## config.mk

```make
export PLATFORM = sky130hd
export DESIGN_NAME = linear_array_deque_top_flat
export DESIGN_NICKNAME = d
export VERILOG_FILES = /design/src/lad_pkg.sv /design/src/lad_in_if.sv /design/src/lad_out_if.sv /design/src/lad_cfg_if.sv /design/src/linear_array_deque_top.sv /design/src/lad_ram.sv /design/src/lad_ctrl.sv /design/src/flat_wrapper.sv
export SDC_FILE = /design/constraint.sdc
export NUM_CORES = 1
export LEC_CHECK = 0
export BUFFER_PORTS_ARGS = -buffer_cell sky130_fd_sc_hd__buf_2
export CAP_MARGIN = 30
export CORE_MARGIN = 4
export CORE_UTILIZATION = 60
export DETAILED_ROUTE_END_ITERATION = 8
export HOLD_SLACK_MARGIN = 0.08
export PLACE_DENSITY = 0.88
export SLEW_MARGIN = 5
export SYNTH_ARGS = -nofsm -noshare
export SYNTH_HDL_FRONTEND = slang
export SYNTH_SLANG_ARGS = --single-unit
```

## constraint.sdc

```tcl
create_clock -name clk -period 7.3 [get_ports clk]
set_clock_uncertainty 0.15 [all_clocks]
set_input_delay 0.73 -clock clk [delete_from_list [all_inputs] [get_ports clk]]
set_output_delay 0.73 -clock clk [all_outputs]
set_load 0.02 [all_outputs]
```

## src/lad_pkg.sv

```systemverilog
package lad_pkg;

  localparam int DEPTH     = 16;
  localparam int WORD_BITS = 32;
  localparam int IDX_W     = (DEPTH > 1) ? $clog2(DEPTH) : 1;
  localparam int CAP_W     = 5;
  localparam int CMP_W     = (CAP_W > IDX_W + 1) ? CAP_W : IDX_W + 1;
  localparam int VAL_W     = 32;

  localparam logic [CAP_W-1:0] CAP_RESET = CAP_W'(16);

  typedef enum logic [1:0] {
    OP_PUSH_REAR  = 2'd0,
    OP_PUSH_FRONT = 2'd1,
    OP_POP_FRONT  = 2'd2,
    OP_POP_REAR   = 2'd3
  } op_t;

  typedef enum logic [1:0] {
    ST_DONE    = 2'd0,
    ST_EMPTY   = 2'd1,
    ST_NO_ROOM = 2'd2
  } st_t;

  typedef struct packed {
    logic                 we;
    logic                 re;
    logic [IDX_W-1:0]     addr;
    logic [WORD_BITS-1:0] wdata;
  } mem_req_t;

  typedef struct packed {
    st_t  status;
    logic is_full;
    logic is_empty;
    logic is_pop;
  } res_t;

  // Last usable slot: zero capacity acts as one slot, oversize as the full array.
  function automatic logic [IDX_W-1:0] last_slot(input logic [CAP_W-1:0] cap);
    logic [CMP_W-1:0] c;
    logic [CMP_W-1:0] cm1;
    c   = CMP_W'(cap);
    cm1 = c - 1'b1;
    if (c == '0) begin
      return '0;
    end else if (c > CMP_W'(DEPTH)) begin
      return IDX_W'(DEPTH - 1);
    end
    return cm1[IDX_W-1:0];
  endfunction

  function automatic logic [WORD_BITS-1:0] store_word(input logic [VAL_W-1:0] v);
    logic [63:0] t;
    t = 64'(v);
    return t[WORD_BITS-1:0];
  endfunction

  function automatic logic [VAL_W-1:0] out_word(input logic [WORD_BITS-1:0] w);
    logic [63:0] t;
    t = 64'(w);
    return t[VAL_W-1:0];
  endfunction

endpackage

```

## src/lad_in_if.sv

```systemverilog
interface lad_in_if;
  logic               valid;
  logic               ready;
  logic [1:0]         operation;
  logic signed [31:0] push_value;

  modport source (output valid, output operation, output push_value, input ready);
  modport sink   (input valid, input operation, input push_value, output ready);
endinterface

```

## src/lad_out_if.sv

```systemverilog
interface lad_out_if;
  logic               valid;
  logic               ready;
  logic [1:0]         status;
  logic signed [31:0] popped_value;
  logic               is_full;
  logic               is_empty;

  modport source (output valid, output status, output popped_value, output is_full,
                  output is_empty, input ready);
  modport sink   (input valid, input status, input popped_value, input is_full,
                  input is_empty, output ready);
endinterface

```

## src/lad_cfg_if.sv

```systemverilog
interface lad_cfg_if;
  logic       valid;
  logic       ready;
  logic [4:0] capacity_in_use;

  modport source (output valid, output capacity_in_use, input ready);
  modport sink   (input valid, input capacity_in_use, output ready);
endinterface

```

## src/linear_array_deque_top.sv

```systemverilog
// An accepted item's result is held in the stage register, then moved to the output register.
// Throughput: one item per cycle while out_ch.ready stays high; each item makes
// at most one access to the slot memory (one address for both ports), whose read data is registered.
// Reset (rst_n low, synchronous): deque empty, both indices zero, capacity 16.
// Slot memory contents are not cleared; slots are only read after being written.
module linear_array_deque_top
  import lad_pkg::*;
(
  input  logic      clk,
  input  logic      rst_n,
  lad_in_if.sink    in_ch,
  lad_out_if.source out_ch,
  lad_cfg_if.sink   cfg_ch
);

  logic [CAP_W-1:0]     cap_r;
  logic                 acc;
  mem_req_t             req;
  res_t                 res;
  res_t                 res_r;
  logic                 pend_r, pend_nxt;
  logic                 load_out;
  logic [WORD_BITS-1:0] rdata;
  logic                 out_valid_r, out_valid_nxt;
  res_t                 out_res_r;
  logic [VAL_W-1:0]     out_val_r;

  assign cfg_ch.ready = 1'b1;

  always_ff @(posedge clk) begin
    if (!rst_n) begin
      cap_r <= CAP_RESET;
    end else if (cfg_ch.valid) begin
      cap_r <= cfg_ch.capacity_in_use;
    end
  end

  // drain the stage into the output register when it is free or being taken
  assign load_out    = pend_r && (!out_valid_r || out_ch.ready);
  assign in_ch.ready = !pend_r || load_out;
  assign acc         = in_ch.valid && in_ch.ready;

  lad_ctrl u_ctrl (
    .clk        (clk),
    .rst_n      (rst_n),
    .acc        (acc),
    .op         (op_t'(in_ch.operation)),
    .push_value (VAL_W'(in_ch.push_value)),
    .cap        (cap_r),
    .req        (req),
    .res        (res)
  );

  lad_ram #(
    .DEPTH_P (DEPTH),
    .WIDTH_P (WORD_BITS)
  ) u_ram (
    .clk   (clk),
    .we    (req.we),
    .waddr (req.addr),
    .wdata (req.wdata),
    .re    (req.re),
    .raddr (req.addr),
    .rdata (rdata)
  );

  always_comb begin
    pend_nxt = pend_r;
    if (acc) begin
      pend_nxt = 1'b1;
    end else if (load_out) begin
      pend_nxt = 1'b0;
    end
    out_valid_nxt = out_valid_r;
    if (load_out) begin
      out_valid_nxt = 1'b1;
    end else if (out_ch.ready) begin
      out_valid_nxt = 1'b0;
    end
  end

  always_ff @(posedge clk) begin
    if (!rst_n) begin
      pend_r      <= 1'b0;
      out_valid_r <= 1'b0;
    end else begin
      pend_r      <= pend_nxt;
      out_valid_r <= out_valid_nxt;
    end
  end

  always_ff @(posedge clk) begin
    if (acc) begin
      res_r <= res;
    end
    if (load_out) begin
      out_res_r <= res_r;
      out_val_r <= res_r.is_pop ? out_word(rdata) : '0;
    end
  end

  assign out_ch.valid        = out_valid_r;
  assign out_ch.status       = out_res_r.status;
  assign out_ch.popped_value = out_val_r;
  assign out_ch.is_full      = out_res_r.is_full;
  assign out_ch.is_empty     = out_res_r.is_empty;

  a_acc_pend: assert property (@(posedge clk) disable iff (!rst_n)
    acc |=> pend_r)
    else $error("accepted item not held in stage");

  a_stall_hold: assert property (@(posedge clk) disable iff (!rst_n)
    pend_r && !load_out |=> pend_r && $stable(res_r))
    else $error("stalled stage changed");

  a_no_pop_zero: assert property (@(posedge clk) disable iff (!rst_n)
    out_valid_r && (out_res_r.status != ST_DONE) |-> out_val_r == '0)
    else $error("failed request returned a word");

  a_flags: assert property (@(posedge clk) disable iff (!rst_n)
    out_valid_r |-> !(out_res_r.is_full && out_res_r.is_empty))
    else $error("full and empty both set");

endmodule

```

## src/lad_ram.sv

```systemverilog
module lad_ram #(
  parameter int DEPTH_P = 16,
  parameter int WIDTH_P = 32,
  parameter int ADDR_W  = (DEPTH_P > 1) ? $clog2(DEPTH_P) : 1
) (
  input  logic               clk,
  input  logic               we,
  input  logic [ADDR_W-1:0]  waddr,
  input  logic [WIDTH_P-1:0] wdata,
  input  logic               re,
  input  logic [ADDR_W-1:0]  raddr,
  output logic [WIDTH_P-1:0] rdata
);

  logic [WIDTH_P-1:0] mem [DEPTH_P];

  always_ff @(posedge clk) begin
    if (we) begin
      mem[waddr] <= wdata;
    end
  end

  always_ff @(posedge clk) begin
    if (re) begin
      rdata <= mem[raddr];
    end
  end

endmodule

```

## src/lad_ctrl.sv

```systemverilog
module lad_ctrl
  import lad_pkg::*;
(
  input  logic             clk,
  input  logic             rst_n,
  input  logic             acc,
  input  op_t              op,
  input  logic [VAL_W-1:0] push_value,
  input  logic [CAP_W-1:0] cap,
  output mem_req_t         req,
  output res_t             res
);

  logic [IDX_W-1:0] head_r, head_nxt;
  logic [IDX_W-1:0] tail_r, tail_nxt;
  logic             holds_r, holds_nxt;
  logic [IDX_W-1:0] last;

  assign last = last_slot(cap);

  always_ff @(posedge clk) begin
    if (!rst_n) begin
      head_r  <= '0;
      tail_r  <= '0;
      holds_r <= 1'b0;
    end else begin
      head_r  <= head_nxt;
      tail_r  <= tail_nxt;
      holds_r <= holds_nxt;
    end
  end

  always_comb begin
    head_nxt   = head_r;
    tail_nxt   = tail_r;
    holds_nxt  = holds_r;
    req.we     = 1'b0;
    req.re     = 1'b0;
    req.addr   = '0;
    req.wdata  = store_word(push_value);
    res.status = ST_DONE;
    res.is_pop = 1'b0;
    if (acc) begin
      case (op)
        OP_PUSH_REAR, OP_PUSH_FRONT: begin
          if (!holds_r) begin
            // first item always lands in slot zero
            head_nxt  = '0;
            tail_nxt  = '0;
            holds_nxt = 1'b1;
            req.we    = 1'b1;
          end else if (op == OP_PUSH_REAR) begin
            if (tail_r >= last) begin
              res.status = ST_NO_ROOM;
            end else begin
              tail_nxt = tail_r + 1'b1;
              req.we   = 1'b1;
              req.addr = tail_nxt;
            end
          end else begin
            if (head_r == '0) begin
              res.status = ST_NO_ROOM;
            end else begin
              head_nxt = head_r - 1'b1;
              req.we   = 1'b1;
              req.addr = head_nxt;
            end
          end
        end
        OP_POP_FRONT: begin
          if (!holds_r) begin
            res.status = ST_EMPTY;
          end else begin
            req.re     = 1'b1;
            req.addr   = head_r;
            res.is_pop = 1'b1;
            if (head_r >= tail_r) begin
              head_nxt  = '0;
              tail_nxt  = '0;
              holds_nxt = 1'b0;
            end else begin
              head_nxt = head_r + 1'b1;
            end
          end
        end
        OP_POP_REAR: begin
          if (!holds_r) begin
            res.status = ST_EMPTY;
          end else begin
            req.re     = 1'b1;
            req.addr   = tail_r;
            res.is_pop = 1'b1;
            if (tail_r <= head_r) begin
              head_nxt  = '0;
              tail_nxt  = '0;
              holds_nxt = 1'b0;
            end else begin
              tail_nxt = tail_r - 1'b1;
            end
          end
        end
        default: begin
          res.status = ST_DONE;
        end
      endcase
    end
    res.is_full  = holds_nxt && (tail_nxt >= last);
    res.is_empty = !holds_nxt;
  end

  a_empty_idx: assert property (@(posedge clk) disable iff (!rst_n)
    !holds_r |-> (head_r == '0) && (tail_r == '0))
    else $error("empty deque with nonzero index");

  a_order: assert property (@(posedge clk) disable iff (!rst_n)
    holds_r |-> head_r <= tail_r)
    else $error("head index passed tail index");

  a_one_access: assert property (@(posedge clk) disable iff (!rst_n)
    !(req.we && req.re))
    else $error("read and write in one step");

endmodule

```

## src/flat_wrapper.sv

```systemverilog
// flat-port wrapper written by rule: the top's interface ports become plain ports
module linear_array_deque_top_flat import lad_pkg::*;
  (clk, rst_n, in_ch_valid, in_ch_operation, in_ch_push_value, in_ch_ready, out_ch_valid, out_ch_status, out_ch_popped_value, out_ch_is_full, out_ch_is_empty, out_ch_ready, cfg_ch_valid, cfg_ch_capacity_in_use, cfg_ch_ready);
  lad_in_if in_ch_i ();
  lad_out_if out_ch_i ();
  lad_cfg_if cfg_ch_i ();
  input  logic clk;
  input  logic rst_n;
  input wire logic [$bits(in_ch_i.valid)-1:0] in_ch_valid;
  input wire logic [$bits(in_ch_i.operation)-1:0] in_ch_operation;
  input wire logic [$bits(in_ch_i.push_value)-1:0] in_ch_push_value;
  output wire logic [$bits(in_ch_i.ready)-1:0] in_ch_ready;
  output wire logic [$bits(out_ch_i.valid)-1:0] out_ch_valid;
  output wire logic [$bits(out_ch_i.status)-1:0] out_ch_status;
  output wire logic [$bits(out_ch_i.popped_value)-1:0] out_ch_popped_value;
  output wire logic [$bits(out_ch_i.is_full)-1:0] out_ch_is_full;
  output wire logic [$bits(out_ch_i.is_empty)-1:0] out_ch_is_empty;
  input wire logic [$bits(out_ch_i.ready)-1:0] out_ch_ready;
  input wire logic [$bits(cfg_ch_i.valid)-1:0] cfg_ch_valid;
  input wire logic [$bits(cfg_ch_i.capacity_in_use)-1:0] cfg_ch_capacity_in_use;
  output wire logic [$bits(cfg_ch_i.ready)-1:0] cfg_ch_ready;
  assign in_ch_i.valid = in_ch_valid;
  assign in_ch_i.operation = in_ch_operation;
  assign in_ch_i.push_value = in_ch_push_value;
  assign in_ch_ready = in_ch_i.ready;
  assign out_ch_valid = out_ch_i.valid;
  assign out_ch_status = out_ch_i.status;
  assign out_ch_popped_value = out_ch_i.popped_value;
  assign out_ch_is_full = out_ch_i.is_full;
  assign out_ch_is_empty = out_ch_i.is_empty;
  assign out_ch_i.ready = out_ch_ready;
  assign cfg_ch_i.valid = cfg_ch_valid;
  assign cfg_ch_i.capacity_in_use = cfg_ch_capacity_in_use;
  assign cfg_ch_ready = cfg_ch_i.ready;
  linear_array_deque_top u_core (.clk(clk), .rst_n(rst_n), .in_ch(in_ch_i), .out_ch(out_ch_i), .cfg_ch(cfg_ch_i));
endmodule
```

### Word level (Yosys, flattened, before mapping)

Memories as Yosys holds them, arrays and structs flattened. A register that Yosys moved wholly into a read port is not among the register bits.
Index checks and enable logic that the tools add are counted.

| cells by class | value |
|---|---|
| add/subtract/negate cells | 5 |
| $mul | 0 |
| divide/modulo/power cells | 0 |
| magnitude comparators | 5 |
| equal/unequal tests | 8 |
| shift operators | 0 |
| mux-type cells | 55 |
| bitwise operators | 0 |
| reductions and logical operators | 16 |

Operators with widths:

| kind | count |
|---|---|
| $mux 4 | 22 |
| $pmux 4 s3 | 3 |
| $mux 1 | 20 |
| $ge 4x4->1 | 3 |
| $sub 4x1->4 const B | 3 |
| $mux 5 | 2 |
| $add 4x1->4 const B | 2 |
| $mux 2 | 4 |
| $mux 6 | 1 |
| $ne 2x2->1 const B | 3 |
| $ne 3x3->1 const B | 2 |
| $reduce_and 6->1 | 1 |
| $gt 5x5->1 const B | 1 |
| $logic_not 5->1 | 1 |
| $eq 2x2->1 const B | 2 |
| $le 4x4->1 | 1 |
| $logic_not 4->1 | 1 |
| $pmux 2 s2 | 1 |
| $reduce_bool 2->1 | 2 |
| $reduce_or 2->1 | 2 |
| $logic_and 1x1->1 | 3 |
| $logic_not 1->1 | 3 |
| $pmux 1 s3 | 1 |
| $eq 2x1->1 const B | 1 |
| 3 further kinds | 4 |

| storage, ports and cells | value |
|---|---|
| bits in registers | 57 |
| bits in latches | 0 |
| RAM bits | 512 |
| ROM bits | 0 |
| memories | 1 |

Memories:

| memory | depth | bits a word | read ports | clocked after Yosys merged registers in | write ports | RTL line | source |
|---|---|---|---|---|---|---|---|
| u_core.u_ram.mem | 16 | 32 | 1 | 1 | 1 | lad_ram.sv:15 | `logic [WIDTH_P-1:0] mem [DEPTH_P];` |

### Longest topological paths before layout

Gate-level depths: netlist of run 1.

| logic depth | value |
|---|---|
| depth in word-level cells | 12 |
| gate-level depth with buffers | 21 |
| depth with buffers taken out | 20 |

### Cells and area by module

From an unflattened synthesis of run 1, not the netlist that was laid out.

| unflattened totals | value |
|---|---|
| cells, all modules | 1,182 |
| area, all modules | 23,682.7 um2 |

By module, submodules not included:

| module | instances | cells each | area each (um2) | seq. area each (um2) |
|---|---|---|---|---|
| lad_ram | 1 | 838 | 20,155.6 | 16,335.7 |
| linear_array_deque_top | 1 | 103 | 1,791.7 | 1,371.3 |
| lad_ctrl | 1 | 241 | 1,735.4 | 180.2 |

### Worst setup path after synthesis of run 1

Ideal clock, no wire load.

| path | value |
|---|---|
| path kind | flip-flop to flip-flop |
| from | register u_core.cap_r[0] |
| to | memory u_core.u_ram.mem[13][0], enable pin |
| library setup time | 0.421 ns |
| arrival | 4.703 ns |
| slack | 2.026 ns |
| stages on the path, launching flop included | 21 |
| period minus slack after synthesis | 5.274 ns |
| path through | dfxtp_1 > inv_1 > ha_1 > nor3b_1 > nand2_1 > nand2_1 > o21ai_0 > ha_1 > nand2b_1 > a21oi_1 > maj3_1 > o21ai_1 > inv_1 > ha_1 > a21oi_1 > a221oi_2 > inv_2 > buf_6 > buf_4 > or3_1 > nor2_1 |

| between the ends | value |
|---|---|
| longest elaborated chain between the ends | 12 |
| elaborated cells on any way between the ends | 19 |
| classes of those cells | add/sub: 1; order compare: 2; mux: 15; reduce/logical: 1 |

RTL lines:

| element | RTL line | source |
|---|---|---|
| start, declared | linear_array_deque_top.sv:16 | `logic [CAP_W-1:0] cap_r;` |
| start signal, assigned | linear_array_deque_top.sv:34 | `cap_r <= cfg_ch.capacity_in_use;` |
| $gt 5x5->1 | lad_pkg.sv:47 | `end else if (c > CMP_W'(DEPTH)) begin` |
| $mux 1 | lad_pkg.sv:47 |  |
| $mux 1 | lad_pkg.sv:45 | `if (c == '0) begin` |
| $mux 4 * | lad_pkg.sv:50 | `return cm1[IDX_W-1:0];` |
| $ge 4x4->1 * | lad_ctrl.sv:53 | `if (tail_r >= last) begin` |
| $mux 1 | lad_ctrl.sv:53 |  |
| $mux 1 | lad_ctrl.sv:52 | `end else if (op == OP_PUSH_REAR) begin` |
| $mux 1 | lad_ctrl.sv:46 | `if (!holds_r) begin` |
| $mux 1 | lad_ctrl.sv:44 | `case (op)` |
| $mux 6 * | lad_ctrl.sv:43 | `if (acc) begin` |
| $mux 1 | lad_ram.sv:18 | `if (we) begin` |
| $mux 1 (not written as such) | lad_ram.sv:19 | `mem[waddr] <= wdata;` |
| end, declared | lad_ram.sv:15 |  |

Mark *: on every way between the ends. The rest lies on a longest branch, timed or not.

### Worst setup path in the final report of run 1

| path | value |
|---|---|
| from | register u_core.cap_r[0] |
| to | register u_core.u_ram.rdata[21], read port of u_core.u_ram.mem, data pin |

| between the ends | value |
|---|---|
| longest elaborated chain between the ends | 10 |
| elaborated cells on any way between the ends | 13 |
| classes of those cells | add/sub: 1; order compare: 2; mux: 9; reduce/logical: 1 |

RTL lines:

| element | RTL line | source |
|---|---|---|
| $gt 5x5->1 | lad_pkg.sv:47 |  |
| $mux 1 | lad_pkg.sv:47 |  |
| $mux 1 | lad_pkg.sv:45 |  |
| $mux 4 * | lad_pkg.sv:50 |  |
| $ge 4x4->1 * | lad_ctrl.sv:53 |  |
| $mux 4 * | lad_ctrl.sv:53 |  |
| $mux 4 * | lad_ctrl.sv:52 |  |
| $mux 4 * | lad_ctrl.sv:46 |  |
| $pmux 4 s3 * | lad_ctrl.sv:44 |  |
| $mux 6 * | lad_ctrl.sv:43 |  |
| end, declared | lad_ram.sv:12 | `output logic [WIDTH_P-1:0] rdata` |

Marked as above.
A chain may end at the register's enable or synchronous reset.

==> metrics.md, run 1 <==
| Metric | Value |
|---|---|
| Hold crit path type | `in -> reg` |
| Data required, critical path | `7.51 ns` |
| Fin nets | `1319` |
| Die X | `205 µm` |
| Tightest Pin Transition | `0.969 ns` |
| Initial Util | `0.613` |
| Clock Path Buffers | `3` |
| CP bufs+invs | `4` |
| Post-Place Setup Slack | `1.61 ns` |
| DRC errors left | `0` |
| Setup Viol. Count Final | `0` |
| Power per Cell Area | `262 nW/µm²` |
| Top delay family on crit path | `buffers and inverters` |
| Most common cell in the netlist | `edfxtp_1` |
| F_max | `176 MHz` |
| Layout fillers | `2267` |
| Yosys top cell area share | `0.754` |
| Ports | `83` |
| Fin cells | `1814` |
| Cell taking the most area after synthesis | `edfxtp_1` |
| Vias in the first global route | `12407` |
| Synth area leaders | `edfxtp_1 (75%), mux4_2 (12%), a22oi_1 (2.1%)` |
| Static Leakage | `8.48 nW` |
| Buffer count from post-CTS setup fixing | `0` |
| Synth unique cells | `59` |
| Syn_nets | `1207` |
| Cts bufs inserted | `55` |
| Total grt overflow | `0` |
| Placed cells | `1712` |
| CP endpoint kind | `flop` |
| Clock slew at reported path FFs | `0.07 ns` |
| Fraction of layout cells with a size suffix above 1 | `0.273` |
| Max cap viols | `0` |
| Die area | `42100 µm²` |
| GRT Total Usage | `0.267` |
| Clock sink count | `601` |
| Multi-input gate area | `5190 µm²` |
| Slowest library cell on the worst path | `inv_8` |
| EDFF count, synth | `585` |
| Via count | `12031` |
| Initial DRC count | `1796` |
| Area Growth Syn to Fin | `12.7%` |
| H-tree level count | `2` |
| Core footprint | `38000 µm²` |
| FFs w/ async S/R, synth | `0` |
| PostCTS Resize Cnt | `0` |
| ANT nets after route | `0` |
| First-pass GRT wire length | `81.7 mm` |
| Setup TNS Final | `0 ns` |
| Critical path launch point type | `flop` |
| First-pass iteration count of the detailed router | `6` |
| Final design utilization | `0.691` |
| Final WL | `54.5 mm` |
| Register bit total from synthesis | `601` |
| Worst-path maximum fanout | `82` |
| Die Span Y | `205 µm` |
| Status | `completed` |
| RSZ-0062 raised after global routing | `false` |
| Period utilisation layout | `0.778` |
| Final WS setup | `1.62 ns` |
| Cell Area, Synth | `23300 µm²` |
| # hold bufs at CTS | `0` |
| Top FF cell, synth | `edfxtp_1` |
| CP max stage delay | `0.60 ns` |
| Worst IR drop on VDD | `0.000247 V` |
| CTS root buf | `clkbuf_16` |
| Sequential area share after synthesis | `0.767` |
| Slew HR | `0.354` |
| Crit path time final | `5.68 ns` |
| CTS tree | `built` |
| Clk_lat worst skew | `0.62 ns` |
| Hold WS | `0.191 ns` |
| Final number of hold-violating endpoints | `0` |
| Yosys warns | `0` |
| Synth cell count leaders | `edfxtp_1 (585), mux4_2 (128), a22oi_1 (64)` |
| Max-slew violation count | `0` |
| Detailed-route vias per instance | `6.63` |
| Syn_area_per_cell | `20.3 µm²` |
| Arr. time, crit path | `5.89 ns` |
| Global placer's final weighted congestion | `0.808` |
| Wire per inst | `30.0 µm` |
| Initial antenna violation count | `1` |
| Largest net degree at the start of global routing | `133` |
| Num rows | `71` |
| FF+latch area | `17900 µm²` |
| Mapped Cells | `1146` |
| Critical Path, Cell by Cell | `inv_1 -> ha_1 -> nor3b_1 -> nand2_1 -> nand2_1 -> o21ai_0 -> ha_1 -> nand2b_1 -> a21oi_1 -> maj3_1 -> o21ai_1 -> inv_1 -> ha_1 -> a21oi_1 -> a221oi_2 -> inv_8 -> buf_4 -> mux4_2 -> a22oi_1 -> nand2_1` |
| Critical path class | `reg -> reg` |
| Dpl hpwl | `28.5 mm` |
| PortBufs | `81` |
-- state kept, by name (all words and copies together) (netlist names) --
name                        cells
u_core.cap_r                    5
u_core.pend_r                   1
u_core.u_ctrl.tail_r            4
u_core.u_ram.rdata             32
u_core.u_ctrl.head_r            4
u_core.out_ch.status            2
u_core.out_ch.popped_value     32
u_core.u_ctrl.holds_r           1
u_core.out_ch.is_empty          1
u_core.out_ch.valid             1
u_core.u_ram.mem              512
u_core.res_r                    5
u_core.out_ch.is_full           1
-- stage by stage --
| stage | cell area, µm² | power (mW) |
|---|---|---|
| floorplan | 23300 | 4.07 |
| global placement | 24400 | 4.16 |
| detailed placement | 24600 | 4.17 |
| CTS | 26300 | 6.91 |
| global route | 26300 | 7.09 |
| finish | 26300 | 6.89 |
-- cells by family after synthesis --
family / after synthesis / synth area share
buf+inv: 76 / 0.0175
mux: 136 / 0.127
simple gates: 168 / 0.0344
flops: 601 / 0.767
fa+ha+maj: 20 / 0.0104
xor+xnor: 4 / 0.00150
compound gates: 140 / 0.0416
other cells: 1 / 0.000161
-- tightest hold or removal path: cells and delay by family --
kind	cells	cell delay (ns)
AO/OA/AOI/OAI	1	0.07
AND/OR/NAND/NOR	1	0.04
buffers and inverters	1	0.08
-- routing by layer --
metal	track usage	wire length [µm]	vias up	part of all wire
met5	0	0	-	0
met4	0.109	2110	0	0.039
met3	0.0420	4950	126	0.091
met2	0.439	27800	836	0.51
met1	0.365	19600	6152	0.36
li1	-	-	4917	-
-- cell usage in the layout, fill, tap and decap left out, types with 5 or more instances in the layout --
cell type / count
edfxtp_1: 585
mux4_2: 128
buf_2: 81
a22oi_1: 64
nand2_1: 58
clkbuf_16: 55
and2_1: 34
nor2_1: 26
nor2_4: 21
a21oi_1: 19
ha_1: 17
buf_4: 17
inv_1: 16
o21ai_0: 16
dfxtp_1: 16
clkinv_2: 15
clkinv_1: 12
clkbuf_1: 9
mux2i_1: 8
o21ai_1: 6
inv_2: 5
a211oi_1: 5
clkinvlp_4: 5
buf_12: 5
-- path summary, 6_finish.rpt --
check                            start                     end  slack [ns]  depth (start not counted)
max                    u_core.cap_r[0]  u_core.u_ram.rdata[21]        1.62                         20
max reg2reg            u_core.cap_r[0]  u_core.u_ram.rdata[21]        1.62                         20
min reg2reg            u_core.res_r[2]   u_core.out_ch.is_full        0.27                          0
min          cfg_ch_capacity_in_use[4]         u_core.cap_r[4]        0.19                          3
-- power breakdown --
part	leakage [nW]	internal, mW	switching, mW
clock	0.832	1.50	1.28
sequential	5.43	3.82	0.0174
combinational	2.22	0.0966	0.179
-- final cells by class --
cell class,count,area share
well taps,511,0.0243
clock inverters,37,0.0113
inverters,24,0.00376
flip-flops and latches,601,0.681
repair buffers,107,0.0283
diodes,1,0.0000953
multi-input cells,469,0.198
clock buffers,64,0.0537
Power figures use the tool's default switching activity.
==> run 2, diff against run 1 <==
==> constraint.sdc (replaced) <==
create_clock -name clk -period 5.5 [get_ports clk]
set_clock_uncertainty 0.15 [all_clocks]
set_input_delay 0.55 -clock clk [delete_from_list [all_inputs] [get_ports clk]]
set_output_delay 0.55 -clock clk [all_outputs]
set_load 0.02 [all_outputs]
==> run 2 against run 1 <==
Against the previous run: final cell count is 1.2% higher; utilization is 0.84 points higher; setup slack worse by 1.3 ns; global-route usage is 0.20 points higher; power is 36% higher; count of clock-buffer cells in the layout is 5 higher; register-to-register slack worse by 1.3 ns; routed wire length is 1.6% higher; sequential share of layout area is 0.82 points lower; die area stayed put; largest power group unchanged.
==> metrics.md, run 2 (synthesis results as in run 1) <==
| Metric | Value |
|---|---|
| Layout fillers | `2220 (-2.1%)` |
| Initial antenna violation count | `3 (+2)` |
| Cts bufs inserted | `57 (+3.6%)` |
| Finished Cell Area | `26600 µm² (+1.2%)` |
| CP endpoint kind | `flop` |
| ANT nets after route | `0 (unchanged)` |
| Arr. time, crit path | `5.40 ns (-0.49 ns)` |
| Data required, critical path | `5.69 ns (-1.82 ns)` |
| Period utilisation layout | `0.947 (+0.169)` |
| Top delay family on crit path | `adder cells` |
| CTS root buf | `clkbuf_16` |
| Fin nets | `1342 (+1.7%)` |
| PortBufs | `81 (unchanged)` |
| Reg with most FFs | `u_core.u_ram.mem` |
| DRC errors left | `0 (unchanged)` |
| Critical path class | `reg -> reg` |
| Hold crit path type | `in -> reg` |
| Static Leakage | `8.67 nW (+2.2%)` |
| Wire per inst | `30.2 µm (+0.45%)` |
| Global placer's final weighted congestion | `0.854 (+5.7%)` |
| Buffer count from post-CTS setup fixing | `0 (unchanged)` |
| Setup Viol. Count Final | `0 (unchanged)` |
| Reg2reg start | `u_core.cap_r[0]` |
| Worst IR drop on VDD | `0.000249 V (+0.96%)` |
| Vias in the first global route | `12752 (+2.8%)` |
| CP bufs+invs | `4 (unchanged)` |
| CTS tree | `built` |
| Initial DRC count | `1649 (-8.2%)` |
| Core footprint | `38000 µm² (unchanged)` |
| Fraction of layout cells with a size suffix above 1 | `0.279 (+0.00604)` |
| Initial Util | `0.613 (unchanged)` |
| Die area | `42100 µm² (unchanged)` |
| Largest net degree at the start of global routing | `79 (-41%)` |
| Slowest library cell on the worst path | `mux4_2` |
| Commonest non-fill, non-tap cells in the layout | `edfxtp_1 (585), mux4_2 (128), buf_2 (81)` |
| CP max stage delay | `0.54 ns (-0.06 ns)` |
| # diodes | `0 (-1)` |
| Max cap viols | `0 (unchanged)` |
| First-pass GRT wire length | `82.4 mm (+0.79%)` |
| Design Power | `9.38 mW (+36%)` |
| Die X | `205 µm (unchanged)` |
| H-tree level count | `2 (unchanged)` |
| Clk_lat worst skew | `0.60 ns (-0.02 ns)` |
| Most common cell after layout, fill and taps aside | `edfxtp_1` |
| Detailed-route vias per instance | `6.76 (+1.9%)` |
| F_max | `192 MHz (+9.0%)` |
| Clock sink count | `601 (unchanged)` |
| Final design utilization | `0.699 (+0.00839)` |
| Max-slew violation count | `0 (unchanged)` |
| Most common cell on crit path | `ha_1` |
| Final number of hold-violating endpoints | `0 (unchanged)` |
| Critical path launch point type | `flop` |
| Clock Path Buffers | `3 (unchanged)` |
| Crit path time final | `5.21 ns (-0.471 ns)` |
| Total grt overflow | `0 (unchanged)` |
| Via count | `12400 (+3.1%)` |
| Worst Hold Launch | `out_ch_ready` |
| Die Span Y | `205 µm (unchanged)` |
| Clock slew at reported path FFs | `0.06 ns (about the same)` |
| Worst-path maximum fanout | `47 (-43%)` |
| First-pass iteration count of the detailed router | `6 (unchanged)` |
| Num rows | `71 (unchanged)` |
| Slew HR | `0.301 (-0.0534)` |
| Power per Cell Area | `353 nW/µm² (+35%)` |
| CP startpoint | `u_core.cap_r[0]` |
| Ports | `83 (unchanged)` |
| GRT Total Usage | `0.269 (+0.00204)` |
| Status | `completed` |
| Max reg flops | `512 (unchanged)` |
| Placed inst area | `24600 µm² (+0.33%)` |
| Tightest Pin Transition | `1.05 ns (+0.0801 ns)` |
| Critical Path, Cell by Cell | `inv_1 -> ha_1 -> nor3b_2 -> maj3_1 -> ha_1 -> a21oi_1 -> maj3_1 -> o21ai_1 -> inv_1 -> ha_1 -> a21oi_1 -> a221oi_2 -> bufinv_16 -> buf_12 -> mux4_2 -> a22oi_1 -> nand2_1` |
| Dpl hpwl | `28.9 mm (+1.2%)` |
| Area Growth Syn to Fin | `14.0%` |
| Final WL | `55.3 mm (+1.6%)` |
## run 2: final timing paths
| check | end | slack, ns | cells after the start |
|---|---|---|---|
| worst min-delay path | u_core.out_ch.valid | 0.14 | 4 |
| worst min register to register | u_core.out_ch.is_full | 0.27 | 0 |
| worst max register to register | u_core.u_ram.rdata[5] | 0.29 | 17 |
| worst max-delay path | u_core.u_ram.rdata[5] | 0.29 | 17 |
## run 2: report_power, final
group | internal, mW | switching (mW) | total [mW]
registers | 5.07 | 0.0194 | 5.09
clock network | 2.25 | 1.66 | 3.91
logic | 0.137 | 0.244 | 0.382
total | 7.46 | 1.92 | 9.38
## run 2: layer usage
metal  track usage  vias up  wire length [µm]
met4        0.0995        6              2160
met3        0.0454      168              5080
li1              -     4969                 -
met1         0.363     6371             19700
met2         0.450      886             28400
met5             0        -                43
## run 2: layout make-up
| class | count | area (µm²) | share of cell area |
|---|---|---|---|
| Clock buffer | 69 | 1490 | 0.0561 |
| Multi-Input combinational cell | 469 | 5190 | 0.195 |
| Tap cell | 511 | 639 | 0.0241 |
| Clock inverter | 33 | 352 | 0.0132 |
| Inverter | 24 | 118 | 0.00442 |
| Sequential cell | 601 | 17900 | 0.673 |
| Timing Repair Buffer | 128 | 903 | 0.0340 |
## run 2: what timing repair did
action                                  in CTS  in global routing
hold buffers                                 8                  0
endpoints found under the hold margin        8                  0
resized for setup                            0                  3
endpoints found under the setup margin       0                153
## run 2: worst min-delay path: stages
cell	delay (ns)
buf_2	0.11
nor2b_4	0.05
nor2_1	0.08
nor2_1	0.05
## run 2: through the flow
step / hold slack [ns] / TNS, ns / worst slack (ns) / instances
final: 0.137 / 0 / 0.290 / 1835
after global routing: 0.156 / -0.0783 / -0.0480 / 1835
after CTS: 0.109 / 0 / 0.182 / 1835
after detailed placement: 0.255 / 0 / 0.239 / 1725
after global placement: 0.254 / 0 / 0.557 / 1725
after floorplan: 0.250 / 0 / 0.226 / 1146
